File: config.mk
export PLATFORM = sky130hd
export DESIGN_NAME = ready_to_drive_safety_sequencer
export DESIGN_NICKNAME = d
export VERILOG_FILES = /design/src/rtl/rtds_pkg.sv /design/src/rtl/rtds_cfg_regs.sv /design/src/rtl/rtds_step.sv /design/src/rtl/ready_to_drive_safety_sequencer.sv
export VERILOG_INCLUDE_DIRS = /design/src /design/src/rtl
export SDC_FILE = /design/constraint.sdc
export NUM_CORES = 1
export LEC_CHECK = 0
export BUFFER_PORTS_ARGS = -buffer_cell sky130_fd_sc_hd__buf_4
export CORE_UTILIZATION = 60
export DETAILED_ROUTE_END_ITERATION = 10
export HOLD_SLACK_MARGIN = 0.06
export PLACE_DENSITY_LB_ADDON = 0.1
export SLEW_MARGIN = 40
export SYNTH_ARGS = -nofsm -noshare
export SYNTH_HDL_FRONTEND = slang
export SYNTH_SLANG_ARGS = --single-unit
File: constraint.sdc
create_clock -name clk -period 5.6 [get_ports clk]
set_clock_uncertainty 0.1 [all_clocks]
set_input_delay 0.84 -clock clk [delete_from_list [all_inputs] [get_ports clk]]
set_output_delay 0.84 -clock clk [all_outputs]
set_load 0.02 [all_outputs]
File: src/rtl/ready_to_drive_safety_sequencer_defines.svh
// Assertion macros used by the ready to drive sequencer step module.
`ifndef READY_TO_DRIVE_SAFETY_SEQUENCER_DEFINES_SVH
`define READY_TO_DRIVE_SAFETY_SEQUENCER_DEFINES_SVH

// Clocked on clk, quiet while rst_n is low.
`define RTDS_ASSERT(lbl, prop, msg) \
  lbl: assert property (@(posedge clk) disable iff (!rst_n) prop) else $error(msg);

// Clocked on clk, checked during reset as well.
`define RTDS_ASSERT_ALWAYS(lbl, prop, msg) \
  lbl: assert property (@(posedge clk) prop) else $error(msg);

`endif

File: src/rtl/rtds_pkg.sv
// Types and constants of the ready to drive safety sequencer.
package rtds_pkg;

  // Vehicle state ladder codes, compared as levels
  typedef logic [2:0] rtds_state_t;
  localparam rtds_state_t ST_IDLE       = 3'd0;
  localparam rtds_state_t ST_LV_ON      = 3'd1;
  localparam rtds_state_t ST_PRECHARGED = 3'd2;
  localparam rtds_state_t ST_ENABLED    = 3'd3;
  localparam rtds_state_t ST_SOUND      = 3'd4;
  localparam rtds_state_t ST_POWER      = 3'd5;
  localparam rtds_state_t ST_SOFT_FAULT = 3'd6;

  // Configuration register indexes
  typedef logic [2:0] rtds_cfg_idx_t;
  localparam rtds_cfg_idx_t CFG_START_BRAKE_LEVEL      = 3'd0;
  localparam rtds_cfg_idx_t CFG_BRAKE_LEVEL            = 3'd1;
  localparam rtds_cfg_idx_t CFG_THROTTLE_RELEASE_LEVEL = 3'd2;
  localparam rtds_cfg_idx_t CFG_THROTTLE_ENGAGE_LEVEL  = 3'd3;
  localparam rtds_cfg_idx_t CFG_SOUND_TICKS            = 3'd4;

  localparam int unsigned CFG_DATA_W = 16;

  localparam logic [11:0] START_BRAKE_LEVEL_RST      = 12'd2500;
  localparam logic [11:0] BRAKE_LEVEL_RST            = 12'd2000;
  localparam logic [11:0] THROTTLE_RELEASE_LEVEL_RST = 12'd584;
  localparam logic [11:0] THROTTLE_ENGAGE_LEVEL_RST  = 12'd947;
  localparam logic [15:0] SOUND_TICKS_RST            = 16'd2500;
  localparam logic [15:0] SOUND_TIMER_RST            = 16'd2500;

  typedef struct packed {
    logic [11:0] start_brake_level;
    logic [11:0] brake_level;
    logic [11:0] throttle_release_level;
    logic [11:0] throttle_engage_level;
    logic [15:0] sound_ticks;
  } rtds_cfg_t;

  typedef struct packed {
    logic        precharge_done;
    logic        enable_on;
    logic [11:0] brake_pressure;
    logic [11:0] throttle_sample;
    logic        bms_fault;
    logic        imd_fault;
    logic        bspd_fault;
  } rtds_in_t;

  typedef struct packed {
    logic [2:0] vehicle_state;
    logic       drive_enable;
    logic       sound_enable;
    logic       brake_throttle_enable;
    logic       pedal_enable;
    logic       brake_light;
    logic       bms_status;
    logic       imd_status;
    logic       bspd_status;
  } rtds_out_t;

endpackage

File: src/rtl/rtds_cfg_regs.sv
// Configuration register file of the ready to drive sequencer.
module rtds_cfg_regs
  import rtds_pkg::*;
(
  input  logic                  clk,
  input  logic                  rst_n,
  input  logic                  cfg_we,
  input  rtds_cfg_idx_t         cfg_index,
  input  logic [CFG_DATA_W-1:0] cfg_wdata,
  output rtds_cfg_t             cfg
);

  rtds_cfg_t cfg_r;
  rtds_cfg_t cfg_nxt;

  always_comb begin
    cfg_nxt = cfg_r;
    if (cfg_we) begin
      unique case (cfg_index)
        CFG_START_BRAKE_LEVEL:      cfg_nxt.start_brake_level      = cfg_wdata[11:0];
        CFG_BRAKE_LEVEL:            cfg_nxt.brake_level            = cfg_wdata[11:0];
        CFG_THROTTLE_RELEASE_LEVEL: cfg_nxt.throttle_release_level = cfg_wdata[11:0];
        CFG_THROTTLE_ENGAGE_LEVEL:  cfg_nxt.throttle_engage_level  = cfg_wdata[11:0];
        CFG_SOUND_TICKS:            cfg_nxt.sound_ticks            = cfg_wdata[15:0];
        default:                    cfg_nxt = cfg_r; // drop writes to unknown indexes
      endcase
    end
  end

  always_ff @(posedge clk) begin
    if (!rst_n) begin
      cfg_r.start_brake_level      <= START_BRAKE_LEVEL_RST;
      cfg_r.brake_level            <= BRAKE_LEVEL_RST;
      cfg_r.throttle_release_level <= THROTTLE_RELEASE_LEVEL_RST;
      cfg_r.throttle_engage_level  <= THROTTLE_ENGAGE_LEVEL_RST;
      cfg_r.sound_ticks            <= SOUND_TICKS_RST;
    end else begin
      cfg_r <= cfg_nxt;
    end
  end

  assign cfg = cfg_r;

endmodule

File: src/rtl/rtds_step.sv
// Vehicle state registers and the per-tick update of the sequencer.
`include "ready_to_drive_safety_sequencer_defines.svh"

module rtds_step
  import rtds_pkg::*;
(
  input  logic      clk,
  input  logic      rst_n,
  input  logic      adv,
  input  rtds_in_t  item,
  input  rtds_cfg_t cfg,
  output rtds_out_t result
);

  rtds_state_t state_r, state_nxt;
  logic [15:0] timer_r, timer_nxt;
  logic        latch_r, latch_nxt;
  logic        de_r, de_nxt;
  logic        se_r, se_nxt;
  logic        bte_r, bte_nxt;
  logic        pe_r, pe_nxt;

  always_comb begin
    logic fault;
    logic brake_pressed;
    logic [15:0] t;
    brake_pressed = item.brake_pressure > cfg.brake_level;
    state_nxt = state_r;
    t         = timer_r;
    latch_nxt = latch_r;
    de_nxt    = de_r;
    se_nxt    = se_r;
    bte_nxt   = bte_r;
    pe_nxt    = pe_r;
    fault     = 1'b0;

    if (item.precharge_done) begin
      if (state_nxt < ST_PRECHARGED) state_nxt = ST_PRECHARGED;
      if (item.enable_on) begin
        if (state_nxt < ST_ENABLED) state_nxt = ST_ENABLED;
        if (item.brake_pressure >= cfg.start_brake_level && state_nxt == ST_ENABLED) begin
          t         = cfg.sound_ticks;
          state_nxt = ST_SOUND;
          de_nxt    = 1'b1;
          se_nxt    = 1'b1;
          bte_nxt   = 1'b1;
          pe_nxt    = 1'b1;
        end
        if (t == '0 && state_nxt >= ST_SOUND) begin
          se_nxt = 1'b0;
          if (state_nxt < ST_POWER) state_nxt = ST_POWER;
        end
      end else begin
        state_nxt = ST_PRECHARGED;
        de_nxt    = 1'b0;
      end
    end

    if (t == '0) se_nxt = 1'b0;

    if (state_nxt >= ST_SOUND) begin
      if (latch_r) begin
        if (item.throttle_sample <= cfg.throttle_release_level) latch_nxt = 1'b0;
        else fault = 1'b1;
      end else if (brake_pressed && item.throttle_sample > cfg.throttle_engage_level) begin
        latch_nxt = 1'b1;
        fault     = 1'b1;
      end
      if (fault) begin
        bte_nxt   = 1'b0;
        pe_nxt    = 1'b0;
        state_nxt = ST_SOFT_FAULT;
      end else if (state_nxt == ST_SOFT_FAULT) begin
        state_nxt = ST_POWER;
        bte_nxt   = 1'b1;
        pe_nxt    = 1'b1;
      end
    end

    if (item.bms_fault || item.imd_fault) begin
      state_nxt = ST_LV_ON;
      de_nxt    = 1'b0;
      se_nxt    = 1'b0;
    end

    // count down, hold at zero
    timer_nxt = (t != '0) ? t - 16'd1 : t;

    result.vehicle_state         = state_nxt;
    result.drive_enable          = de_nxt;
    result.sound_enable          = se_nxt;
    result.brake_throttle_enable = bte_nxt;
    result.pedal_enable          = pe_nxt;
    result.brake_light           = brake_pressed;
    result.bms_status            = item.bms_fault;
    result.imd_status            = item.imd_fault;
    result.bspd_status           = item.bspd_fault;
  end

  always_ff @(posedge clk) begin
    if (!rst_n) begin
      state_r <= ST_IDLE;
      timer_r <= SOUND_TIMER_RST;
      latch_r <= 1'b0;
      de_r    <= 1'b0;
      se_r    <= 1'b0;
      bte_r   <= 1'b0;
      pe_r    <= 1'b0;
    end else if (adv) begin
      state_r <= state_nxt;
      timer_r <= timer_nxt;
      latch_r <= latch_nxt;
      de_r    <= de_nxt;
      se_r    <= se_nxt;
      bte_r   <= bte_nxt;
      pe_r    <= pe_nxt;
    end
  end

  `RTDS_ASSERT(a_hard_fault_lv_on, adv && (item.bms_fault || item.imd_fault) |=> state_r == ST_LV_ON, "hard fault did not force LV on")
  `RTDS_ASSERT(a_drive_needs_sound, de_r |-> state_r >= ST_SOUND, "drive enable high below sound state")
  `RTDS_ASSERT(a_idle_holds, !adv |=> $stable(state_r) && $stable(timer_r) && $stable(latch_r), "state moved without a transaction")
  `RTDS_ASSERT_ALWAYS(a_reset_state, !rst_n |=> state_r == ST_IDLE && !de_r && !se_r, "reset did not clear the ladder")

endmodule

File: src/rtl/ready_to_drive_safety_sequencer.sv
// Top level of the ready to drive safety sequencer.
// Each input transaction is one millisecond tick; each tick yields exactly one result
// transaction. A tick enters an input register, is evaluated against the vehicle state
// combinationally and lands in the result register; one tick is taken every cycle while
// the result side keeps up. The result register and the input register form two stages,
// so a new tick is still taken while one finished result waits. Configuration writes
// land in the next cycle and must only be made while no tick is in flight. The state,
// sound timer and enables reset to idle, 2500 and off.
module ready_to_drive_safety_sequencer
  import rtds_pkg::*;
(
  input  logic                  clk,
  input  logic                  rst_n,
  input  logic                  in_valid,
  output logic                  in_stall,
  input  rtds_in_t              in_data,
  output logic                  out_valid,
  input  logic                  out_stall,
  output rtds_out_t             out_data,
  input  logic                  cfg_we,
  input  rtds_cfg_idx_t         cfg_index,
  input  logic [CFG_DATA_W-1:0] cfg_wdata
);

  rtds_cfg_t cfg;
  rtds_in_t  item_r;
  logic      item_valid_r;
  rtds_out_t result;
  rtds_out_t out_r;
  logic      out_valid_r;
  logic      adv;
  logic      in_take;

  rtds_cfg_regs u_cfg (
    .clk       (clk),
    .rst_n     (rst_n),
    .cfg_we    (cfg_we),
    .cfg_index (cfg_index),
    .cfg_wdata (cfg_wdata),
    .cfg       (cfg)
  );

  // advance the held tick when the result register is free or draining
  assign adv      = item_valid_r && (!out_valid_r || !out_stall);
  assign in_stall = item_valid_r && !adv;
  assign in_take  = in_valid && !in_stall;

  rtds_step u_step (
    .clk    (clk),
    .rst_n  (rst_n),
    .adv    (adv),
    .item   (item_r),
    .cfg    (cfg),
    .result (result)
  );

  always_ff @(posedge clk) begin
    if (!rst_n) begin
      item_valid_r <= 1'b0;
      out_valid_r  <= 1'b0;
    end else begin
      if (in_take) item_valid_r <= 1'b1;
      else if (adv) item_valid_r <= 1'b0;
      if (adv) out_valid_r <= 1'b1;
      else if (!out_stall) out_valid_r <= 1'b0;
    end
  end

  always_ff @(posedge clk) begin
    if (in_take) item_r <= in_data;
    if (adv) out_r <= result;
  end

  assign out_valid = out_valid_r;
  assign out_data  = out_r;

endmodule
==> flow_summary.toml <==
[power_and_ir_drop]
share_comb_of_total_power = 0.105
clock_power_share = 0.456
p_seq_frac = 0.439
design_internal_power_mw = 1.79
power.switching_fraction = 0.244
vdd.ir_drop.worst_mv = 0.262
power.density_nw_per_um2 = 299
power.static_leakage_nw = 3.20
p_switching_mw = 0.577

[finish]
drive_gt1_frac = 0.154
layout.cells.most_common_list = "sky130_fd_sc_hd__nand2_1, sky130_fd_sc_hd__dfxtp_1, sky130_fd_sc_hd__a21oi_1, sky130_fd_sc_hd__buf_4, sky130_fd_sc_hd__inv_1"
num_antenna_cells = 0
layout.filler_cells = 817
total_number_of_nets_in_the_final_design = 916
syn_to_final_growth_pct = 16.7
layoutNonFillerInstCount = 966
most_frequent_standard_cell_in_the_layout_excluding_fill_and_tap_cells = "sky130_fd_sc_hd__nand2_1"

[sta]
tightest_slew_ps = 689
fmax_mhz = 243
drv_slew = 0
timing.final.crit_period_ps = 4120
totalNegativeSetupSlack_ps = 0
grt_setup_unrepaired = "false"
final-hold-violation-count = 0
layout_worst_path_cycle_share = 0.736
setup_violators_final = 0
worst_slew_margin_rel = 0.541

[flow_run]
timing.max_cap.violations = 0

[yosys]
synth-edff-count = 40
yosys_register_bits = 130
synth_area_leader_cell = "sky130_fd_sc_hd__dfxtp_1"
most_used_flip_flop_cell_after_synthesis = "sky130_fd_sc_hd__dfxtp_1"
synth_sequential_area_ratio = 0.443
synthesis.area_um2 = 6780
yosys.area.top_type_share = 0.266
post_synth_inst_count = 758
proportion_of_synthesized_flip_flops_having_asynchronous_set_or_reset = 0
syn_area_per_cell_um2 = 8.94
synth-warning-count = 0
netlist_top_cells_area = "sky130_fd_sc_hd__dfxtp_1, sky130_fd_sc_hd__edfxtp_1, sky130_fd_sc_hd__ha_1, sky130_fd_sc_hd__nand2_1, sky130_fd_sc_hd__a21oi_1"
mappedNetlistNets = 861
yosysUniqueCellTypes = 73

[critical_path]
worst-setup-path-type = "reg -> reg"
reg2reg_to = "u_step.timer_r[3]"
path_max_fanout = 9
path_delay_family = "simple AND/OR/NAND/NOR gates"
timing.reg2reg.setup_slack_ps = 1480
arrival_ps = 4330
slowest_stage = "sky130_fd_sc_hd__and3_1"
r2r_start = "item_r[22]"
worstRegToRegCells = 14
critical_path_cell_count = 14
worstPathBufferInverterCount = 2
worstSetupEndpoint = "u_step.timer_r[3]"
critical_path.cell_chain = "ha_1 -> nand4_1 -> o311ai_2 -> and3_1 -> mux2i_1 -> ha_1 -> inv_1 -> nor4_4 -> nand2_1 -> inv_1 -> mux2i_4 -> a211o_1 -> a21oi_1 -> nor2_1"
worst_setup_path_end_kind = "register"
critPathLaunch = "item_r[22]"
setup.worst_path.start_class = "register"
max_stage_delay_ps = 520
worstPathRequired_ps = 5800

[clock_network]
cts_setup_buffers = 0
post_cts_hold_buffer_count = 0
clock_sinks = 130
clk_transition_reported_paths_ps = 60
cts_tree = "done"
cts.htree.levels = 4
cts-root-to-sink-buffers = 2
worstSkewPairLatency_ps = 420
tritoncts.num_buffers = 17
cts_resized = 0
clock_root_cell = "sky130_fd_sc_hd__clkbuf_16"

[floorplanning]
die_height_um = 108
die_width_um = 108
std_cell_rows = 38
io_pins = 66
core_area_um2 = 10900
die_area_um2 = 11700
start_util = 0.620

[drt]
detail_route.iter0.violations = 428
num_vias = 5804
postRouteAntennaNets = 0
drtPass1Iterations = 5
vias_per_cell = 6.01
route.detailed.drc = 0
detail_route.wirelength_um = 16800
routed_wire_length_per_instance_um = 17.4

[grt]
number_of_antenna_violations_at_the_first_check_in_global_routing = 0
grt_start_max_net_pins = 51
grt_pass1_vias = 5770
gr-usage-all-layers = 0.308
grt_first_pass_wirelength_um = 27400
overflow = 0

[placement]
dpl.hpwl_um = 11700
place_congestion = 0.918
portBuffers = 65
dp.cells = 934

[outcome]
status = "complete, no violations"

[hold_path]
min-delay-path-class = "reg -> reg"
## worst min path at each step
| stage | start | to | slack (ps) | depth (start not counted) |
|---|---|---|---|---|
| finish | item_r[0] | out_data[0] | 310 | 0 |
| global route | item_r[0] | out_data[0] | 330 | 0 |
| CTS | item_r[0] | out_data[0] | 320 | 0 |
| detailed placement | item_r[0] | out_data[0] | 310 | 0 |
| global placement | item_r[0] | out_data[0] | 300 | 0 |
| floorplan | item_r[0] | out_data[0] | 300 | 0 |
## cell families (layout without fill, tap and decap cells)
kind of cell,Yosys count,count (layout),synth area share
simple gates,281,281,0.198
compound gates,190,190,0.180
xor+xnor,8,8,0.0103
mux,13,13,0.0249
fa+ha+maj,50,50,0.0923
flops,130,130,0.443
buf+inv,86,154,0.0510
## registers in the layout, indices dropped and copies added (netlist names)
register / count
item_valid_r: 1
u_step.timer_r: 16
u_cfg.cfg: 64
out_data: 11
u_step.de_r: 1
u_step.pe_r: 1
u_step.latch_r: 1
item_r: 29
u_step.state_r: 3
u_step.bte_r: 1
out_valid: 1
u_step.se_r: 1
## metrics by stage
step	util	worst slack (ps)	total power, mW	cell area (um^2)	hold slack (ps)
6_report	0.723	1480	2.36	7910	313
5_1_grt	0.723	1170	2.44	7910	335
4_1_cts	0.723	1490	2.37	7910	317
3_5_place_dp	0.671	1510	1.30	7330	305
3_3_place_gp	0.670	1710	1.29	7330	300
2_1_floorplan	-	2040	1.21	6780	300
## per-layer routing
metal  global-route usage  vias to the layer above  routed length (um)
li1                     -                     2807                   -
met1                0.363                     2723                6970
met3               0.0772                       50                1160
met4                0.155                        0                 619
met5                    0                        -                   0
met2                0.520                      224                8040
## power groups by stage
stage | clock, mW | combinational [mW] | sequential [mW]
6_report | 1.08 | 0.248 | 1.04
5_1_grt | 1.13 | 0.273 | 1.04
4_1_cts | 1.09 | 0.246 | 1.04
3_5_place_dp | 0 | 0.243 | 1.06
3_3_place_gp | 0 | 0.232 | 1.06
2_1_floorplan | 0 | 0.151 | 1.05
## layout make-up
cell class              count  area (um^2)  share of cell area
repair buffers             69          518              0.0655
clock inverters            10          109              0.0138
inverters                  53          199              0.0252
multi-input cells         542         3440               0.435
flip-flops and latches    130         3000               0.380
well taps                 140          175              0.0222
clock buffers              22          464              0.0587
## synth_stat cells (all sizes together), types with 3 or more instances
| cell type | count |
|---|---|
| a21oi | 80 |
| or4 | 4 |
| nand2 | 153 |
| nor2b | 5 |
| o22ai | 3 |
| a21o | 12 |
| mux2 | 5 |
| edfxtp | 40 |
| o211ai | 25 |
| nand4 | 13 |
| nor2 | 36 |
| dfxtp | 90 |
| nor4 | 7 |
| clkbuf | 24 |
| a32o | 3 |
| xnor2 | 6 |
| nand3 | 14 |
| o21a | 10 |
| a31oi | 6 |
| buf | 9 |
| or3 | 6 |
| inv | 52 |
| o21ai | 30 |
| mux2i | 8 |
| nor3 | 16 |
| o31a | 3 |
| and2 | 3 |
| nand2b | 5 |
| ha | 50 |
| and3 | 7 |
No activity file was read; power rests on OpenSTA's default activity.
